--- src/hw/rtl/lrup_pkg.sv ---
// ----------------------------------------------------------------------------
// lrup_pkg
// Sizes and shared types of the LRU page replacement block.
// ----------------------------------------------------------------------------
package lrup_pkg;

  localparam int FRAMES          = 4;
  localparam int PAGE_BITS       = 8;
  localparam int IDX_W           = (FRAMES > 1) ? $clog2(FRAMES) : 1;
  localparam int CNT_W           = $clog2(FRAMES + 1);
  localparam int AGE_W           = IDX_W;
  localparam int COUNT_W         = 16;
  localparam int CFG_W           = 3;
  localparam int SLOT_W          = 2;
  localparam int FRAMES_USED_RST = 3;

  // Lookup results rippling down the row of frame cells
  typedef struct packed {
    logic                 found;
    logic [IDX_W-1:0]     hit_slot;
    logic [AGE_W-1:0]     hit_age;
    logic                 vic_found;
    logic [IDX_W-1:0]     vic_slot;
    logic [PAGE_BITS-1:0] vic_page;
  } chain_t;

  // Update command broadcast to every frame cell
  typedef struct packed {
    logic                 en;
    logic                 clear;
    logic                 wr_page;
    logic                 age_all;
    logic [AGE_W-1:0]     limit;
    logic [IDX_W-1:0]     slot;
    logic [PAGE_BITS-1:0] page;
  } upd_t;

endpackage

--- src/hw/rtl/lru_page_replacement.sv ---
// ----------------------------------------------------------------------------
// lru_page_replacement
// LRU page replacement over a row of frame cells.
// ----------------------------------------------------------------------------
// One page reference is taken per clock cycle and its result appears in the
// output register on the next cycle; a new reference is taken whenever that
// register is empty or its result is being transferred in the same cycle.
// The reference is compared against every frame cell at once, and the hit and
// the least recent frame ripple down the row of cells within that cycle, so
// the row length sets the critical path. A write of frames_used flushes all
// frames (counts are kept) and must only be done while the block is idle.
// ----------------------------------------------------------------------------
module lru_page_replacement import lrup_pkg::*; (
  input  logic                 clk_i,
  input  logic                 rst_ni,
  // configuration
  input  logic                 cfg_valid_i,
  output logic                 cfg_ready_o,
  input  logic [CFG_W-1:0]     frames_used_i,
  // references
  input  logic                 in_valid_i,
  output logic                 in_ready_o,
  input  logic [PAGE_BITS-1:0] page_i,
  // results
  output logic                 out_valid_o,
  input  logic                 out_ready_i,
  output logic                 hit_o,
  output logic [SLOT_W-1:0]    slot_o,
  output logic                 evicted_valid_o,
  output logic [PAGE_BITS-1:0] evicted_page_o,
  output logic [COUNT_W-1:0]   fault_count_o,
  output logic [COUNT_W-1:0]   access_count_o
);

  logic [CFG_W-1:0]   frames_used_q;
  logic [CNT_W-1:0]   filled_q, filled_d, used;
  logic [COUNT_W-1:0] fault_q, fault_d, access_q, access_d;
  logic [AGE_W-1:0]   last_age;
  logic               cfg_xfer, item_xfer, hit, fill, repl;
  logic [IDX_W-1:0]   slot;
  upd_t               upd;
  chain_t             chain [FRAMES+1];

  logic                 out_valid_q, out_valid_d;
  logic                 hit_q, ev_valid_q;
  logic [SLOT_W-1:0]    slot_q;
  logic [PAGE_BITS-1:0] ev_page_q;
  logic [COUNT_W-1:0]   fault_out_q, access_out_q;

  assign cfg_ready_o = 1'b1;
  assign cfg_xfer    = cfg_valid_i & cfg_ready_o;
  assign in_ready_o  = !out_valid_q || out_ready_i;
  assign item_xfer   = in_valid_i & in_ready_o;

  // Frames in use, out of range values clamped
  always_comb begin
    if (frames_used_q == '0) begin
      used = CNT_W'(1);
    end else if (int'(frames_used_q) > FRAMES) begin
      used = CNT_W'(FRAMES);
    end else begin
      used = CNT_W'(frames_used_q);
    end
  end

  assign last_age = AGE_W'(filled_q - 1'b1);

  // Row of frame cells
  assign chain[0] = '0;
  for (genvar g = 0; g < FRAMES; g++) begin : g_cell
    lrup_cell u_cell (
      .clk_i      (clk_i),
      .rst_ni     (rst_ni),
      .idx_i      (IDX_W'(g)),
      .key_i      (page_i),
      .filled_i   (filled_q),
      .last_age_i (last_age),
      .chain_i    (chain[g]),
      .chain_o    (chain[g+1]),
      .upd_i      (upd)
    );
  end

  // Decide hit, fill or replace
  assign hit  = chain[FRAMES].found;
  assign fill = !hit && (filled_q < used);
  assign repl = !hit && !fill;

  always_comb begin
    if (hit) begin
      slot = chain[FRAMES].hit_slot;
    end else if (fill) begin
      slot = IDX_W'(filled_q);
    end else begin
      slot = chain[FRAMES].vic_slot;
    end
  end

  always_comb begin
    upd.en      = item_xfer && !cfg_xfer;
    upd.clear   = cfg_xfer;
    upd.wr_page = !hit;
    upd.age_all = !hit;
    upd.limit   = chain[FRAMES].hit_age;
    upd.slot    = slot;
    upd.page    = page_i;
  end

  // Fill count and saturating totals
  always_comb begin
    filled_d = filled_q;
    fault_d  = fault_q;
    access_d = access_q;
    if (cfg_xfer) begin
      filled_d = '0;
    end else if (item_xfer && fill) begin
      filled_d = filled_q + 1'b1;
    end
    if (item_xfer) begin
      access_d = (access_q == '1) ? access_q : access_q + 1'b1;
      if (!hit) begin
        fault_d = (fault_q == '1) ? fault_q : fault_q + 1'b1;
      end
    end
  end

  always_ff @(posedge clk_i or negedge rst_ni) begin
    if (!rst_ni) begin
      frames_used_q <= CFG_W'(FRAMES_USED_RST);
      filled_q      <= '0;
      fault_q       <= '0;
      access_q      <= '0;
    end else begin
      if (cfg_xfer) begin
        frames_used_q <= frames_used_i;
      end
      filled_q <= filled_d;
      fault_q  <= fault_d;
      access_q <= access_d;
    end
  end

  // Output register
  always_comb begin
    out_valid_d = out_valid_q;
    if (item_xfer) begin
      out_valid_d = 1'b1;
    end else if (out_ready_i) begin
      out_valid_d = 1'b0;
    end
  end

  always_ff @(posedge clk_i or negedge rst_ni) begin
    if (!rst_ni) begin
      out_valid_q <= 1'b0;
    end else begin
      out_valid_q <= out_valid_d;
    end
  end

  always_ff @(posedge clk_i) begin
    if (item_xfer) begin
      hit_q        <= hit;
      slot_q       <= SLOT_W'(slot);
      ev_valid_q   <= repl;
      ev_page_q    <= repl ? chain[FRAMES].vic_page : '0;
      fault_out_q  <= fault_d;
      access_out_q <= access_d;
    end
  end

  assign out_valid_o     = out_valid_q;
  assign hit_o           = hit_q;
  assign slot_o          = slot_q;
  assign evicted_valid_o = ev_valid_q;
  assign evicted_page_o  = ev_page_q;
  assign fault_count_o   = fault_out_q;
  assign access_count_o  = access_out_q;

endmodule

--- src/hw/rtl/lrup_cell.sv ---
// ----------------------------------------------------------------------------
// lrup_cell
// One frame: resident page and recency age, compare and age update.
// ----------------------------------------------------------------------------
module lrup_cell import lrup_pkg::*; (
  input  logic                 clk_i,
  input  logic                 rst_ni,
  input  logic [IDX_W-1:0]     idx_i,
  input  logic [PAGE_BITS-1:0] key_i,
  input  logic [CNT_W-1:0]     filled_i,
  input  logic [AGE_W-1:0]     last_age_i,
  input  chain_t               chain_i,
  output chain_t               chain_o,
  input  upd_t                 upd_i
);

  logic [PAGE_BITS-1:0] page_q;
  logic [AGE_W-1:0]     age_q, age_d;
  logic                 valid, match, is_slot;

  assign valid   = CNT_W'(idx_i) < filled_i;
  assign match   = valid && (page_q == key_i);
  assign is_slot = (idx_i == upd_i.slot);

  // First hit and the oldest frame are claimed by the lowest cell
  always_comb begin
    chain_o = chain_i;
    if (!chain_i.found && match) begin
      chain_o.found    = 1'b1;
      chain_o.hit_slot = idx_i;
      chain_o.hit_age  = age_q;
    end
    if (!chain_i.vic_found && valid && (age_q == last_age_i)) begin
      chain_o.vic_found = 1'b1;
      chain_o.vic_slot  = idx_i;
      chain_o.vic_page  = page_q;
    end
  end

  // Touched frame becomes youngest; younger ones age by one, all filled ones on a miss
  always_comb begin
    age_d = age_q;
    if (upd_i.clear) begin
      age_d = '0;
    end else if (upd_i.en) begin
      if (is_slot) begin
        age_d = '0;
      end else if (valid && (upd_i.age_all || (age_q < upd_i.limit))) begin
        age_d = age_q + 1'b1;
      end
    end
  end

  always_ff @(posedge clk_i or negedge rst_ni) begin
    if (!rst_ni) begin
      age_q <= '0;
    end else begin
      age_q <= age_d;
    end
  end

  // Page storage, written on fill or replace
  always_ff @(posedge clk_i) begin
    if (upd_i.en && upd_i.wr_page && is_slot) begin
      page_q <= upd_i.page;
    end
  end

endmodule

--- config.mk ---
export PLATFORM = sky130hd
export DESIGN_NAME = lru_page_replacement
export DESIGN_NICKNAME = d
export VERILOG_FILES = /design/src/hw/rtl/lrup_pkg.sv /design/src/hw/rtl/lru_page_replacement.sv /design/src/hw/rtl/lrup_cell.sv
export SDC_FILE = /design/constraint.sdc
export NUM_CORES = 1
export LEC_CHECK = 0
export BUFFER_PORTS_ARGS = -buffer_cell sky130_fd_sc_hd__clkbuf_2
export CORE_ASPECT_RATIO = 0.5
export CORE_MARGIN = 2
export CORE_UTILIZATION = 62
export CTS_BUF_LIST = sky130_fd_sc_hd__clkbuf_16
export DETAILED_ROUTE_END_ITERATION = 10
export PLACE_DENSITY = 0.87
export SYNTH_ARGS = -nofsm -noshare
export SYNTH_HDL_FRONTEND = slang
export SYNTH_SLANG_ARGS = --single-unit
--- constraint.sdc ---
create_clock -name clk_i -period 8.42 [get_ports clk_i]
set_input_delay 2.526 -clock clk_i [delete_from_list [all_inputs] [get_ports clk_i]]
set_output_delay 2.526 -clock clk_i [all_outputs]
set_load 0.03 [all_outputs]
==> flow_summary_export.csv <==
group,metric,value,unit
finish,postLayoutCellArea,0.00675,mm²
clock_network,clock_sinks,123,
setup_path,r2r-start,"filled_q[2]",
logic_synthesis,synth_common_cells,"edfxtp_1 (76), dfrtp_1 (45), nand2_1 (42), xnor2_1 (42), nor2_1 (41)",
floorplanning,rows,24,
power_and_ir_drop,cellLeakagePower,2.67,nW
finish,finish.utilization,0.762,
worst_hold_path,min_path_cells,1,
logic_synthesis,yosysMostFrequentCell,"edfxtp_1",
logic_synthesis,yosys.area.top_type_share,0.398,
setup_path,path_cells,"clkbuf_2 -> nand2b_1 -> clkbuf_2",
grt,grt_pass1_wl,20500,µm
logic_synthesis,syn_avg_cell_area,12.1,µm²
drt,ant_nets,0,
placement,gp_congestion,0.941,
timing,relSlewSlack,0.299,
timing,setup_viol,0,
timing,post-route-min-period,5.51,ns
timing,maxSlewViolCount,0,
timing,post-route-period-util,0.655,
drt,wl_per_cell,18.5,µm
floorplanning,coreArea,0.00886,mm²
timing,skew,0.00593,ns
grt,antenna_found_initial,0,
logic_synthesis,ys_warn_count,0,
clock_network,clk_pin_slew,0.06,ns
finish,fillCellCount,556,
logic_synthesis,ys_seq_elements,123,
finish,layout-drive-gt1-share,0.210,
timing,tightest_slew,1.05,ns
setup_path,crit_top_cell,"clkbuf_2",
drt,drt_iter0_drc,434,
logic_synthesis,synth_top_cell_by_area,"edfxtp_1",
placement,hpwl,8080,µm
floorplanning,initial_core_util,0.648,
logic_synthesis,syn_inst,473,
drt,firstDrtPassIters,9,
timing,report.final.hold_viol_count,0,
timing,rsz0062_at_grt,"no",
clock_network,clk_path_buf_depth,2,
floorplanning,die-area,0.0101,mm²
setup_path,critPathLaunchType,"input pin",
drt,drt_drc_violations_left,5,
timing,timing.setup.tns,0,ns
setup_path,crit_type,"input pin to output port",
setup_path,reg2regPathDepth,11,
worst_hold_path,min_from,"fault_q[9]",
setup_path,reg2reg_slack,4.87,ns
clock_network,holdBufCountCts,0,
logic_synthesis,synth.cell_area,0.00574,mm²
floorplanning,die_y,72.0,µm
clock_network,cts_inserted_buffers,17,
grt,grt_usage,0.270,
clock_network,cts_tree,"built",
flow_run,cap_violations,0,
clock_network,htree_levels,4,
power_and_ir_drop,ir_worst_vdd,0.167,mV
finish,nNetsFinal,565,
setup_path,rr_endpoint,"g_cell[1].u_cell.age_q[1]",
worst_hold_path,hold_end,"fault_q[9]",
logic_synthesis,synth.area.top_cells,"edfxtp_1 (40%), dfrtp_1 (20%), xnor2_1 (6.4%), xor2_1 (3.1%), nand2_1 (2.7%)",
logic_synthesis,synthesis.nets,498,
logic_synthesis,ys_seq_area_frac,0.603,
setup_path,slowest_stage,"clkbuf_2",
clock_network,clk_latency,0.42,ns
status,violations,"design-rule violations",
status,status,"complete, but fails checks",
setup_path,crit_path_max_fanout,3,
logic_synthesis,synth_cell_types,59,
grt,grt_pass1_vias,4011,
timing,fmax,181,MHz
grt,grt_overflow,0,
placement,place_area,0.00613,mm²
finish,area_growth,17.7,%
clock_network,clockRootBuffer,"clkbuf_16",
clock_network,cts_setup_buffers,0,
worst_hold_path,hold_path_class,"flip-flop to flip-flop",
clock_network,cts_resized,0,
setup_path,end_kind,"output port",
power_and_ir_drop,p_per_area,259,mW/mm²
drt,vias,4117,
drt,vias_per_cell,6.14,
setup_path,cp.arrival,2.99,ns
setup_path,required,5.89,ns
floorplanning,io_pins,63,
timing,whs,0.488,ns
drt,detail_route.wirelength,12400,µm
finish,n_antenna_cell,0,
logic_synthesis,ys_async_sr_fraction,0.382,
logic_synthesis,synth_enable_flop_cells,76,
logic_synthesis,synth_flop_cell,"edfxtp_1",
floorplanning,die_w,140,µm
grt,grt_max_degree,54,
setup_path,critPathMaxStageDelay,0.20,ns
placement,portBuffers,61,
power_and_ir_drop,fin_total_pwr,0.00175,W
cell usage in the layout (no fill, tap or decap), drive strengths merged, types with 9 or more instances in the layout:
master,netlist,final
nand3,31,31
xnor2,42,42
xor2,20,20
ha,9,9
inv,6,16
nor2,41,41
nand4,15,15
nand2,42,42
clkbuf,11,79
dfrtp,45,45
o21ai,9,9
a21oi,12,12
edfxtp,76,76
o221ai,9,9
layout make-up:
cell class / instances / area (µm²) / share of cell area
clock inverter: 14 / 170 / 0.0252
multi-input combinational: 327 / 2180 / 0.322
inverter: 8 / 30.0 / 0.00445
sequential: 123 / 3460 / 0.512
timing repair buffer: 63 / 320 / 0.0474
clock buffer: 18 / 450 / 0.0667
tap: 117 / 146 / 0.0217
flip-flops by register name, indices dropped and copies added, names as in the netlist:
name and cells:
frames_used_q 3, fault_count_o 16, evicted_valid_o 1, access_count_o 16
fault_q 16, g_cell.u_cell.age_q 8, g_cell.u_cell.page_q 32, slot_o 2
hit_o 1, evicted_page_o 8, access_q 16, filled_q 3
out_valid_o 1
power by group:
part / switching [W] / leakage (nW) / internal (W)
registers: 0.0000468 / 1.34 / 0.000715
clock network: 0.000296 / 0.300 / 0.000465
logic: 0.000153 / 1.03 / 0.0000718
kinds of logic (layout without fill, tap and decap cells):
logic type / after synthesis / after routing / share of synthesized area
AO/OA/AOI/OAI: 69 / 69 / 0.0905
XOR/XNOR: 62 / 62 / 0.0947
adder cells (fa/ha/maj): 9 / 9 / 0.0196
buffers and inverters: 23 / 103 / 0.0174
flip-flops: 123 / 123 / 0.603
multiplexers: 8 / 8 / 0.0159
other: 1 / 1 / 0.000654
AND/OR/NAND/NOR: 178 / 178 / 0.158
metrics by stage:
stage	worst slack, ns	cells
finish	2.91	670
global route	2.89	670
CTS	2.91	670
detailed placement	2.74	638
global placement	2.90	638
floorplan	2.99	473
metal layers:
layer / wire length (µm) / share of wire / track usage
met1: 5470 / 0.44 / 0.367
met2: 5720 / 0.46 / 0.422
met3: 927 / 0.075 / 0.0627
met4: 301 / 0.024 / 0.136
met5: 0 / 0 / 0
how the worst max path moves through the flow:
stage / start / end / slack, ns / cells after the start
2_1_floorplan: out_ready_i / fault_count_o[15] / 2.99 / 7
3_3_place_gp: page_i[4] / g_cell[1].u_cell.age_q[1] / 2.90 / 12
3_5_place_dp: page_i[4] / g_cell[1].u_cell.age_q[1] / 2.74 / 12
4_1_cts: out_ready_i / in_ready_o / 2.91 / 3
5_1_grt: out_ready_i / in_ready_o / 2.89 / 3
6_report: out_ready_i / in_ready_o / 2.91 / 3
worst max-delay path, delay by kind of cell:
family	cells	cell delay, ns
simple gates	1	0.18
buf+inv	2	0.28
Power figures use the tool's default switching activity.
